## config.mk

```make
export PLATFORM = sky130hd
export DESIGN_NAME = cubic_bspline_curve_sampler_unit
export DESIGN_NICKNAME = d
export VERILOG_FILES = /design/src/rtl/cbsc_pkg.sv /design/src/rtl/cubic_bspline_curve_sampler_unit.sv /design/src/rtl/cbsc_div.sv /design/src/rtl/cbsc_front.sv /design/src/rtl/cbsc_back.sv
export VERILOG_INCLUDE_DIRS = /design/src /design/src/rtl
export SDC_FILE = /design/constraint.sdc
export NUM_CORES = 2
export LEC_CHECK = 0
export BUFFER_PORTS_ARGS = -buffer_cell sky130_fd_sc_hd__buf_4
export CAP_MARGIN = 20
export CORE_ASPECT_RATIO = 2
export CORE_MARGIN = 1.5
export CORE_UTILIZATION = 40
export DETAILED_ROUTE_END_ITERATION = 6
export GPL_TIMING_DRIVEN = 0
export MAX_ROUTING_LAYER = met4
export PLACE_DENSITY = 0.58
export SYNTH_ARGS = -nofsm -noshare
export SYNTH_HDL_FRONTEND = slang
export SYNTH_SLANG_ARGS = --single-unit
```

## constraint.sdc

```tcl
create_clock -name i_clk -period 10.6 [get_ports i_clk]
set_input_delay 0 -clock i_clk [delete_from_list [all_inputs] [get_ports i_clk]]
set_output_delay 0 -clock i_clk [all_outputs]
set_load 0.05 [all_outputs]
```

## src/rtl/cubic_bspline_curve_sampler_unit_assert.svh

```systemverilog
// assertion macros for the b-spline curve sampler
// no dependencies; included by the top level only
`ifndef CUBIC_BSPLINE_CURVE_SAMPLER_UNIT_ASSERT_SVH
`define CUBIC_BSPLINE_CURVE_SAMPLER_UNIT_ASSERT_SVH

// same-cycle implication
`define CBSC_CHECK_NOW(lbl, clk, rstn, ante, cons) \
    lbl: assert property (@(posedge clk) disable iff (!rstn) (ante) |-> (cons)) \
        else $error("assertion failed");

// next-cycle implication
`define CBSC_CHECK_NEXT(lbl, clk, rstn, ante, cons) \
    lbl: assert property (@(posedge clk) disable iff (!rstn) (ante) |=> (cons)) \
        else $error("assertion failed");

`endif

```

## src/rtl/cbsc_pkg.sv

```systemverilog
// shared constants and types for the b-spline curve sampler
// no dependencies
package cbsc_pkg;

    localparam int DEF_COORD_WIDTH = 16;
    localparam int DEF_MAX_STEPS   = 63;
    localparam int CFG_W           = 6;
    localparam logic [CFG_W-1:0] CFG_RESET = 6'd32;

    localparam int Q_DEPTH = 2;
    localparam int Q_AW    = 1;
    localparam int Q_CW    = 2;

    typedef enum logic {
        KIND_FILL,
        KIND_SEG
    } t_kind;

    typedef struct packed {
        logic  valid;
        t_kind kind;
        logic  new_curve;
    } t_q_head;

endpackage

```

## src/rtl/cubic_bspline_curve_sampler_unit.sv

```systemverilog
// uniform cubic b-spline sampler: a fill item only loads the window; a segment item
// evaluates N+1 samples (N = step count) through the per-sample weight/mac sequence
// and the bit-serial rounding divider
// a queue of two items in front lets input transfers continue during a segment
// synchronous active-low reset: window fill count, dedup memory and queue cleared,
// step count back to 32
module cubic_bspline_curve_sampler_unit #(
    parameter int COORD_WIDTH = cbsc_pkg::DEF_COORD_WIDTH,
    parameter int MAX_STEPS   = cbsc_pkg::DEF_MAX_STEPS
) (
    input  logic                          i_clk,
    input  logic                          i_rst_n,
    input  logic                          i_in_valid,
    output logic                          o_in_ready,
    input  logic signed [COORD_WIDTH-1:0] i_ctrl_x,
    input  logic signed [COORD_WIDTH-1:0] i_ctrl_y,
    input  logic                          i_new_curve,
    output logic                          o_out_valid,
    input  logic                          i_out_ready,
    output logic signed [COORD_WIDTH-1:0] o_curve_x,
    output logic signed [COORD_WIDTH-1:0] o_curve_y,
    output logic                          o_last_of_run,
    input  logic                          i_cfg_we,
    input  logic [cbsc_pkg::CFG_W-1:0]    i_cfg_wdata
);
    import cbsc_pkg::*;

`include "cubic_bspline_curve_sampler_unit_assert.svh"

    logic [CFG_W-1:0]              r_segment_steps;
    t_q_head                       w_head;
    logic signed [COORD_WIDTH-1:0] w_head_x;
    logic signed [COORD_WIDTH-1:0] w_head_y;
    logic                          w_pop;
    logic [Q_CW-1:0]               w_level;

    // step count register, raw value; clamping happens in the back end
    always_ff @(posedge i_clk) begin
        if (!i_rst_n) begin
            r_segment_steps <= CFG_RESET;
        end else if (i_cfg_we) begin
            r_segment_steps <= i_cfg_wdata;
        end
    end

    // front: input transfer, fill/segment classification, queue
    cbsc_front #(.COORD_WIDTH(COORD_WIDTH)) u_front (
        .i_clk       (i_clk),
        .i_rst_n     (i_rst_n),
        .i_in_valid  (i_in_valid),
        .o_in_ready  (o_in_ready),
        .i_ctrl_x    (i_ctrl_x),
        .i_ctrl_y    (i_ctrl_y),
        .i_new_curve (i_new_curve),
        .i_pop       (w_pop),
        .o_head      (w_head),
        .o_head_x    (w_head_x),
        .o_head_y    (w_head_y),
        .o_level     (w_level)
    );

    // back: window, sample evaluation, dedup and one-sample lookahead for
    // the end-of-run flag, output register
    cbsc_back #(.COORD_WIDTH(COORD_WIDTH), .MAX_STEPS(MAX_STEPS)) u_back (
        .i_clk         (i_clk),
        .i_rst_n       (i_rst_n),
        .i_head        (w_head),
        .i_head_x      (w_head_x),
        .i_head_y      (w_head_y),
        .o_pop         (w_pop),
        .i_steps       (r_segment_steps),
        .o_out_valid   (o_out_valid),
        .i_out_ready   (i_out_ready),
        .o_curve_x     (o_curve_x),
        .o_curve_y     (o_curve_y),
        .o_last_of_run (o_last_of_run)
    );

    // the back end never pops an empty queue
    `CBSC_CHECK_NOW(a_pop_nonempty, i_clk, i_rst_n, w_pop, w_level != '0)
    // queue occupancy never exceeds its depth
    `CBSC_CHECK_NOW(a_level_bound, i_clk, i_rst_n, 1'b1, w_level <= Q_CW'(Q_DEPTH))
    // a full queue with no pop stays full and refuses input
    `CBSC_CHECK_NEXT(a_full_holds, i_clk, i_rst_n,
        (w_level == Q_CW'(Q_DEPTH)) && !w_pop, !o_in_ready)

endmodule

```

## src/rtl/cbsc_div.sv

```systemverilog
// restoring divider, one quotient bit per cycle
// depends on nothing
module cbsc_div #(
    parameter int NW = 41,
    parameter int DW = 21,
    parameter int QW = 17
) (
    input  logic          i_clk,
    input  logic          i_rst_n,
    input  logic          i_start,
    input  logic [NW-1:0] i_num,
    input  logic [DW-1:0] i_den,
    output logic [QW-1:0] o_quot,
    output logic          o_done
);
    localparam int CNT_W = $clog2(QW);

    logic [NW-1:0]    r_rem;
    logic [NW-1:0]    r_dsh;
    logic [QW-1:0]    r_q;
    logic [CNT_W-1:0] r_cnt;
    logic             r_busy;
    logic             r_done;
    logic             w_ge;

    assign w_ge   = r_rem >= r_dsh;
    assign o_quot = r_q;
    assign o_done = r_done;

    always_ff @(posedge i_clk) begin
        if (!i_rst_n) begin
            r_busy <= 1'b0;
            r_done <= 1'b0;
            r_cnt  <= '0;
        end else begin
            r_done <= 1'b0;
            if (i_start) begin
                r_rem  <= i_num;
                r_dsh  <= NW'(i_den) << (QW - 1);
                r_q    <= '0;
                r_cnt  <= CNT_W'(QW - 1);
                r_busy <= 1'b1;
            end else if (r_busy) begin
                if (w_ge) begin
                    r_rem <= r_rem - r_dsh;
                end
                r_q   <= {r_q[QW-2:0], w_ge};
                r_dsh <= r_dsh >> 1;
                if (r_cnt == '0) begin
                    r_busy <= 1'b0;
                    r_done <= 1'b1;
                end else begin
                    r_cnt <= r_cnt - 1'b1;
                end
            end
        end
    end

endmodule

```

## src/rtl/cbsc_front.sv

```systemverilog
// front end: accepts control points, classifies them, queues them
// depends on cbsc_pkg
module cbsc_front #(
    parameter int COORD_WIDTH = cbsc_pkg::DEF_COORD_WIDTH
) (
    input  logic                          i_clk,
    input  logic                          i_rst_n,
    input  logic                          i_in_valid,
    output logic                          o_in_ready,
    input  logic signed [COORD_WIDTH-1:0] i_ctrl_x,
    input  logic signed [COORD_WIDTH-1:0] i_ctrl_y,
    input  logic                          i_new_curve,
    input  logic                          i_pop,
    output cbsc_pkg::t_q_head             o_head,
    output logic signed [COORD_WIDTH-1:0] o_head_x,
    output logic signed [COORD_WIDTH-1:0] o_head_y,
    output logic [cbsc_pkg::Q_CW-1:0]     o_level
);
    import cbsc_pkg::*;

    logic signed [COORD_WIDTH-1:0] r_qx [Q_DEPTH];
    logic signed [COORD_WIDTH-1:0] r_qy [Q_DEPTH];
    logic                          r_qn [Q_DEPTH];
    t_kind                         r_qk [Q_DEPTH];
    logic [Q_AW-1:0]               r_wp;
    logic [Q_AW-1:0]               r_rp;
    logic [Q_CW-1:0]               r_cnt;
    logic [1:0]                    r_held;
    logic [1:0]                    n_held_eff;
    logic                          w_push;

    assign o_in_ready = r_cnt != Q_CW'(Q_DEPTH);
    assign w_push     = i_in_valid && o_in_ready;
    assign n_held_eff = i_new_curve ? 2'd0 : r_held;

    assign o_head.valid     = r_cnt != '0;
    assign o_head.kind      = r_qk[r_rp];
    assign o_head.new_curve = r_qn[r_rp];
    assign o_head_x         = r_qx[r_rp];
    assign o_head_y         = r_qy[r_rp];
    assign o_level          = r_cnt;

    always_ff @(posedge i_clk) begin
        if (!i_rst_n) begin
            r_wp   <= '0;
            r_rp   <= '0;
            r_cnt  <= '0;
            r_held <= '0;
        end else begin
            if (w_push) begin
                r_qx[r_wp] <= i_ctrl_x;
                r_qy[r_wp] <= i_ctrl_y;
                r_qn[r_wp] <= i_new_curve;
                // first three points of a curve only fill the window
                r_qk[r_wp] <= (n_held_eff == 2'd3) ? KIND_SEG : KIND_FILL;
                r_held     <= (n_held_eff == 2'd3) ? 2'd3 : n_held_eff + 2'd1;
                r_wp       <= r_wp + 1'b1;
            end
            if (i_pop) begin
                r_rp <= r_rp + 1'b1;
            end
            r_cnt <= r_cnt + Q_CW'(w_push) - Q_CW'(i_pop);
        end
    end

endmodule

```

## src/rtl/cbsc_back.sv

```systemverilog
// back end: point window, basis weights, weighted sums, rounding, dedup, output
// depends on cbsc_pkg and cbsc_div
module cbsc_back #(
    parameter int COORD_WIDTH = cbsc_pkg::DEF_COORD_WIDTH,
    parameter int MAX_STEPS   = cbsc_pkg::DEF_MAX_STEPS
) (
    input  logic                          i_clk,
    input  logic                          i_rst_n,
    input  cbsc_pkg::t_q_head             i_head,
    input  logic signed [COORD_WIDTH-1:0] i_head_x,
    input  logic signed [COORD_WIDTH-1:0] i_head_y,
    output logic                          o_pop,
    input  logic [cbsc_pkg::CFG_W-1:0]    i_steps,
    output logic                          o_out_valid,
    input  logic                          i_out_ready,
    output logic signed [COORD_WIDTH-1:0] o_curve_x,
    output logic signed [COORD_WIDTH-1:0] o_curve_y,
    output logic                          o_last_of_run
);
    import cbsc_pkg::*;

    localparam int W  = COORD_WIDTH;
    localparam int S  = $clog2(MAX_STEPS + 1);
    localparam int CW = 3 * S;
    localparam int DW = CW + 3;
    localparam int SW = W + DW + 3;
    localparam int NW = SW + 1;
    localparam int QW = W + 1;
    localparam logic signed [W-1:0] SAT_HI = {1'b0, {(W-1){1'b1}}};
    localparam logic signed [W-1:0] SAT_LO = {1'b1, {(W-1){1'b0}}};

    typedef enum logic [3:0] {
        S_IDLE, S_N2, S_N3, S_D, S_W1, S_W2, S_W3, S_MAC,
        S_DVS, S_DIV, S_EMIT, S_NEXT, S_FLUSH
    } t_state;

    t_state                r_state;
    logic signed [W-1:0]   r_win_x [3];
    logic signed [W-1:0]   r_win_y [3];
    logic signed [W-1:0]   r_p3x;
    logic signed [W-1:0]   r_p3y;
    logic [1:0]            r_fill;
    logic [S-1:0]          r_n;
    logic [S-1:0]          r_k;
    logic [2*S-1:0]        r_n2;
    logic [CW-1:0]         r_n3;
    logic [DW-1:0]         r_d;
    logic [2*S-1:0]        r_k2;
    logic [2*S-1:0]        r_t2;
    logic [CW-1:0]         r_k3;
    logic [CW-1:0]         r_t3;
    logic [CW-1:0]         r_k2n;
    logic [CW-1:0]         r_kn2;
    logic [DW-1:0]         r_b [4];
    logic [1:0]            r_j;
    logic signed [SW-1:0]  r_accx;
    logic signed [SW-1:0]  r_accy;
    logic                  r_negx;
    logic                  r_negy;
    logic signed [W-1:0]   r_lastx;
    logic signed [W-1:0]   r_lasty;
    logic                  r_have;
    logic signed [W-1:0]   r_pendx;
    logic signed [W-1:0]   r_pendy;
    logic                  r_pend_v;
    logic                  r_out_valid;
    logic signed [W-1:0]   r_outx;
    logic signed [W-1:0]   r_outy;
    logic                  r_out_last;

    logic [S-1:0]          n_nsel;
    logic [S-1:0]          w_t;
    logic signed [W-1:0]   w_px;
    logic signed [W-1:0]   w_py;
    logic signed [SW-1:0]  w_prodx;
    logic signed [SW-1:0]  w_prody;
    logic [NW-1:0]         w_numx;
    logic [NW-1:0]         w_numy;
    logic                  w_dstart;
    logic [QW-1:0]         w_qx;
    logic [QW-1:0]         w_qy;
    logic                  w_ddone;
    logic                  w_ddone_y;
    logic signed [W-1:0]   w_rx;
    logic signed [W-1:0]   w_ry;
    logic                  w_dup;
    logic                  w_out_free;
    logic                  w_load;
    logic [1:0]            w_fidx;

    function automatic logic signed [W-1:0] f_sat(input logic neg, input logic [QW-1:0] q);
        logic [QW-1:0] lim;
        lim = QW'(1) << (W - 1);
        if (!neg) begin
            f_sat = (q >= lim) ? SAT_HI : q[W-1:0];
        end else begin
            f_sat = (q > lim) ? SAT_LO : W'(-q);
        end
    endfunction

    function automatic logic [NW-1:0] f_num(input logic signed [SW-1:0] a,
                                             input logic [DW-1:0] d);
        logic [SW-1:0] mag;
        mag   = a[SW-1] ? SW'(-a) : SW'(a);
        f_num = NW'(mag) + NW'(d >> 1);
    endfunction

    always_comb begin
        if (i_steps == '0) begin
            n_nsel = S'(1);
        end else if (i_steps > CFG_W'(MAX_STEPS)) begin
            n_nsel = S'(MAX_STEPS);
        end else begin
            n_nsel = S'(i_steps);
        end
    end

    assign w_t = r_n - r_k;

    always_comb begin
        case (r_j)
            2'd0:    begin w_px = r_win_x[0]; w_py = r_win_y[0]; end
            2'd1:    begin w_px = r_win_x[1]; w_py = r_win_y[1]; end
            2'd2:    begin w_px = r_win_x[2]; w_py = r_win_y[2]; end
            default: begin w_px = r_p3x;      w_py = r_p3y;      end
        endcase
    end

    assign w_prodx = SW'(w_px * $signed({1'b0, r_b[r_j]}));
    assign w_prody = SW'(w_py * $signed({1'b0, r_b[r_j]}));

    assign w_numx   = f_num(r_accx, r_d);
    assign w_numy   = f_num(r_accy, r_d);
    assign w_dstart = r_state == S_DVS;

    cbsc_div #(.NW(NW), .DW(DW), .QW(QW)) u_div_x (
        .i_clk   (i_clk),
        .i_rst_n (i_rst_n),
        .i_start (w_dstart),
        .i_num   (w_numx),
        .i_den   (r_d),
        .o_quot  (w_qx),
        .o_done  (w_ddone)
    );

    cbsc_div #(.NW(NW), .DW(DW), .QW(QW)) u_div_y (
        .i_clk   (i_clk),
        .i_rst_n (i_rst_n),
        .i_start (w_dstart),
        .i_num   (w_numy),
        .i_den   (r_d),
        .o_quot  (w_qy),
        .o_done  (w_ddone_y)
    );

    assign w_rx       = f_sat(r_negx, w_qx);
    assign w_ry       = f_sat(r_negy, w_qy);
    assign w_dup      = r_have && (w_rx == r_lastx) && (w_ry == r_lasty);
    assign w_out_free = !r_out_valid || i_out_ready;
    // a held sample moves into the output register this cycle
    assign w_load     = r_pend_v && w_out_free
                        && (((r_state == S_EMIT) && !w_dup) || (r_state == S_FLUSH));
    assign o_pop      = (r_state == S_IDLE) && i_head.valid;
    assign w_fidx     = i_head.new_curve ? 2'd0 : r_fill;

    assign o_out_valid   = r_out_valid;
    assign o_curve_x     = r_outx;
    assign o_curve_y     = r_outy;
    assign o_last_of_run = r_out_last;

    always_ff @(posedge i_clk) begin
        if (!i_rst_n) begin
            r_state     <= S_IDLE;
            r_fill      <= '0;
            r_have      <= 1'b0;
            r_pend_v    <= 1'b0;
            r_out_valid <= 1'b0;
            r_lastx     <= '0;
            r_lasty     <= '0;
        end else begin
            if (r_out_valid && i_out_ready && !w_load) begin
                r_out_valid <= 1'b0;
            end
            unique case (r_state)
                S_IDLE: begin
                    if (i_head.valid) begin
                        if (i_head.new_curve) begin
                            r_have  <= 1'b0;
                            r_lastx <= '0;
                            r_lasty <= '0;
                        end
                        if (i_head.kind == KIND_FILL) begin
                            r_win_x[w_fidx] <= i_head_x;
                            r_win_y[w_fidx] <= i_head_y;
                            r_fill          <= w_fidx + 2'd1;
                        end else begin
                            r_p3x   <= i_head_x;
                            r_p3y   <= i_head_y;
                            r_n     <= n_nsel;
                            r_state <= S_N2;
                        end
                    end
                end
                S_N2: begin
                    r_n2    <= (2*S)'(r_n) * (2*S)'(r_n);
                    r_state <= S_N3;
                end
                S_N3: begin
                    r_n3    <= CW'(r_n2) * CW'(r_n);
                    r_state <= S_D;
                end
                S_D: begin
                    r_d     <= DW'(r_n3) * DW'(6);
                    r_k     <= '0;
                    r_state <= S_W1;
                end
                S_W1: begin
                    r_k2    <= (2*S)'(r_k) * (2*S)'(r_k);
                    r_t2    <= (2*S)'(w_t) * (2*S)'(w_t);
                    r_state <= S_W2;
                end
                S_W2: begin
                    r_k3    <= CW'(r_k2) * CW'(r_k);
                    r_t3    <= CW'(r_t2) * CW'(w_t);
                    r_k2n   <= CW'(r_k2) * CW'(r_n);
                    r_kn2   <= CW'(r_n2) * CW'(r_k);
                    r_state <= S_W3;
                end
                S_W3: begin
                    // weights over 6n^3, all non-negative
                    r_b[0]  <= DW'(r_t3);
                    r_b[1]  <= DW'(r_k3) * DW'(3) + (DW'(r_n3) << 2)
                               - DW'(r_k2n) * DW'(6);
                    r_b[2]  <= DW'(r_k2n) * DW'(3) + DW'(r_kn2) * DW'(3)
                               + DW'(r_n3) - DW'(r_k3) * DW'(3);
                    r_b[3]  <= DW'(r_k3);
                    r_accx  <= '0;
                    r_accy  <= '0;
                    r_j     <= '0;
                    r_state <= S_MAC;
                end
                S_MAC: begin
                    r_accx <= r_accx + w_prodx;
                    r_accy <= r_accy + w_prody;
                    r_j    <= r_j + 2'd1;
                    if (r_j == 2'd3) begin
                        r_state <= S_DVS;
                    end
                end
                S_DVS: begin
                    r_negx  <= r_accx[SW-1];
                    r_negy  <= r_accy[SW-1];
                    r_state <= S_DIV;
                end
                S_DIV: begin
                    // both dividers run in lockstep
                    if (w_ddone && w_ddone_y) begin
                        r_state <= S_EMIT;
                    end
                end
                S_EMIT: begin
                    if (w_dup) begin
                        r_state <= S_NEXT;
                    end else if (!r_pend_v || w_out_free) begin
                        if (r_pend_v) begin
                            r_outx      <= r_pendx;
                            r_outy      <= r_pendy;
                            r_out_last  <= 1'b0;
                            r_out_valid <= 1'b1;
                        end
                        r_pendx  <= w_rx;
                        r_pendy  <= w_ry;
                        r_pend_v <= 1'b1;
                        r_lastx  <= w_rx;
                        r_lasty  <= w_ry;
                        r_have   <= 1'b1;
                        r_state  <= S_NEXT;
                    end
                end
                S_NEXT: begin
                    if (r_k == r_n) begin
                        r_state <= S_FLUSH;
                    end else begin
                        r_k     <= r_k + 1'b1;
                        r_state <= S_W1;
                    end
                end
                S_FLUSH: begin
                    if (!r_pend_v || w_out_free) begin
                        if (r_pend_v) begin
                            r_outx      <= r_pendx;
                            r_outy      <= r_pendy;
                            r_out_last  <= 1'b1;
                            r_out_valid <= 1'b1;
                            r_pend_v    <= 1'b0;
                        end
                        r_win_x[0] <= r_win_x[1];
                        r_win_y[0] <= r_win_y[1];
                        r_win_x[1] <= r_win_x[2];
                        r_win_y[1] <= r_win_y[2];
                        r_win_x[2] <= r_p3x;
                        r_win_y[2] <= r_p3y;
                        r_state    <= S_IDLE;
                    end
                end
                default: r_state <= S_IDLE;
            endcase
        end
    end

endmodule

```

==> flow_summary.ini <==
[timing]
max-slew-margin-rel = 0.159
min_period_ps = 10250
hold_viol = 0
skew_ps = 79.2
worstMarginPinSlew_ps = 1250
setup_viol = 0
fin_crit_sh = 0.967
fmax_ghz = 0.0976
slew_viol_final = 0
rsz0062_at_grt = yes

[worst_setup_path]
crit_required_ps = 11060
cp_data_arrival_time_ps = 10700
crit_path_frequent_cell = fa_1
setup.worst_path.start_class = flip-flop
critPathKind = reg -> reg
crit_fanout = 10
slowest_delay_ps = 540
cp-end-kind = flip-flop
cp_slowest_cell = fa_1

[global_route]
antenna_found_initial = 14
grt_pass1_vias = 69162
globalRoute.totalOverflow = 0
grt_use_total = 0.270
grt_max_degree = 53
grt_pass1_wl_um = 419000

[synthesis]
synth_cell_types = 104
syn_inst = 8873
yosys-top-cells-area = edfxtp_1, fa_1, ha_1
yosysTopAreaCell = edfxtp_1
yosysWarnings = 0
synth_flop_cell = edfxtp_1
ys_seq_area_frac = 0.288
synth-edff-count = 767
async_reset_ff_frac = 0
synth_top_area_frac = 0.272
synth-seq-cells = 837
synthesis.area_um2 = 84700
synth_area_per_cell_um2 = 9.55

[run_status]
status = finished, final reports clean

[clock_network]
clk_pin_slew_worst_paths_ps = 70
htreeDepth = 3
numCtsBuffers = 84
cts_sinks = 837
cts_root_buf = clkbuf_16
clockBufferDepth = 3
clkLatencyLatePin_ps = 750
cts_tree = done

[placed_design]
hpwlAfterDp_um = 235000
placed_cells = 11780
portBuffers = 77
place_congestion = 1.01

[route]
drt_wl_total_um = 280000
wl_per_cell_um = 23.3
viasPerCell = 5.40
drt-initial-drc-count = 3658
drc_errors = 0
antenna_left = 0
firstDrtPassIters = 7
num_vias = 64914

[job]
maxCapViolCount = 0

[final_layout]
seqCellArea_um2 = 24400
multi_input_area_um2 = 54600
layout-drive-gt1-share = 0.0686
syn2layout_area_growth_pct = 11.0
stdcell_count = 12024
nets = 10822
fill_cells = 20486

[die]
io_pins = 79
die_area_um2 = 215000
start_util = 0.403
design.core.area_um2 = 210000
row_count = 238
die_height_um = 654
die_w_um = 328

[hold_path]
hp-class = in -> reg
[per-layer routing]
layer,vias to the layer above,global-route usage,share of wire
met5,-,-,0
met4,0,0.218,0.10
met3,862,0.0295,0.034
met2,1766,0.509,0.54
met1,32106,0.240,0.32
li1,30180,-,-
[worst max-delay path: cells and delay by family (launching register included)]
kind	cells	cell delay, ps
and+or+nand+nor	9	1380
buffers and inverters	9	1260
AOI/OAI and AO/OA	10	2050
muxes	1	400
xor gates and xnor gates	2	380
adders and majority gates	9	4070
DFF	1	360
[sequential cells by signal, summed over array words and instances (netlist names), 20 cells and up, named ones only]
name,flops
u_back.u_div_x.r_rem,41
u_back.u_div_y.r_dsh,37
u_back.r_win_y,48
u_back.r_accy,40
u_back.u_div_y.r_rem,41
u_back.r_b,77
u_front.r_qy,32
u_back.r_d,20
u_back.r_win_x,48
u_back.r_accx,40
u_front.r_qx,32
u_back.u_div_x.r_dsh,37
[synth_stat cells (39+ instances only)]
| library cell | count |
|---|---|
| clkbuf_1 | 269 |
| or3_1 | 39 |
| fa_1 | 842 |
| mux2i_1 | 65 |
| dfxtp_1 | 70 |
| nor2_1 | 907 |
| nand2_1 | 972 |
| a31oi_1 | 45 |
| o21ai_0 | 269 |
| nand3_1 | 89 |
| mux2_2 | 77 |
| xor2_1 | 177 |
| o21a_1 | 69 |
| xnor2_1 | 358 |
| a21o_1 | 179 |
| o21bai_1 | 82 |
| edfxtp_1 | 767 |
| nand2b_1 | 59 |
| nor2b_1 | 63 |
| and2_1 | 185 |
| ha_1 | 754 |
| and3_1 | 46 |
| a21oi_1 | 409 |
| nor3_1 | 99 |
| inv_1 | 1336 |
[cell families (layout without fill, tap and decap cells)]
logic type,after synthesis,count (layout),synth area share
xor gates and xnor gates,536,536,0.0556
buffers and inverters,1636,2001,0.0730
muxes,142,142,0.0179
other,2,28,0.0000886
and+or+nand+nor,2652,2652,0.141
adders and majority gates,1596,1596,0.310
DFF,837,837,0.288
AOI/OAI and AO/OA,1472,1472,0.114
[worst paths after layout]
kind | depth (start not counted) | slack [ps] | to | from
worst max-delay path | 40 | 350 | u_back.r_accy[39] | u_back.r_j[0]
worst max register to register | 40 | 350 | u_back.r_accy[39] | u_back.r_j[0]
worst min-delay path | 2 | 60 | u_front.r_qy[1][4] | i_ctrl_y[4]
worst min register to register | 0 | 410 | u_back.o_curve_x[13] | u_back.r_pendx[13]
[repair_timing]
item | 4_1_cts | 5_1_grt
hold buffers | 76 | 0
hold endpoints to repair | 82 | 0
setup endpoints to repair | 42 | 18
pin swaps | 0 | 3
resized for setup | 132 | 144
cloned | 0 | 0
buffers inserted | 2 | 3
[cell usage in the layout, fill, tap and decap left out, types with 94 or more instances in the layout]
| cell | Yosys | routed |
|---|---|---|
| inv_1 | 1336 | 1334 |
| nand2_1 | 972 | 969 |
| nor2_1 | 907 | 899 |
| fa_1 | 842 | 842 |
| edfxtp_1 | 767 | 767 |
| ha_1 | 754 | 752 |
| a21oi_1 | 409 | 406 |
| xnor2_1 | 358 | 357 |
| o21ai_0 | 269 | 263 |
| clkbuf_1 | 269 | 185 |
| and2_1 | 185 | 185 |
| a21o_1 | 179 | 179 |
| xor2_1 | 177 | 176 |
| nor3_1 | 99 | 96 |
| buf_4 | 0 | 94 |
[final cells by class]
class                      instances  share of cell area
antenna                           14            0.000372
clock buffer                     104              0.0236
buffer                           287              0.0144
inverter                        1340              0.0535
multi-input combinational       6412               0.580
clock inverter                    50             0.00686
tap                             2760              0.0367
timing repair buffer             220              0.0243
sequential                       837               0.260
[per-stage QoR]
stage	setup TNS [ps]	area (µm²)	util	hold slack, ps	setup slack (ps)
2_1_floorplan	0	84800	-	98.9	1400
3_3_place_gp	-50820	88800	0.422	186	-1920
3_5_place_dp	-35380	89800	0.427	188	-1750
4_1_cts	0	93700	0.446	0.606	4.20
5_1_grt	-183	94100	0.448	28.1	-112
6_report	0	94100	0.448	56.0	352
Power is not shown: default switching activity piles up to over one toggle a cycle in this logic, so the estimate is an artifact.
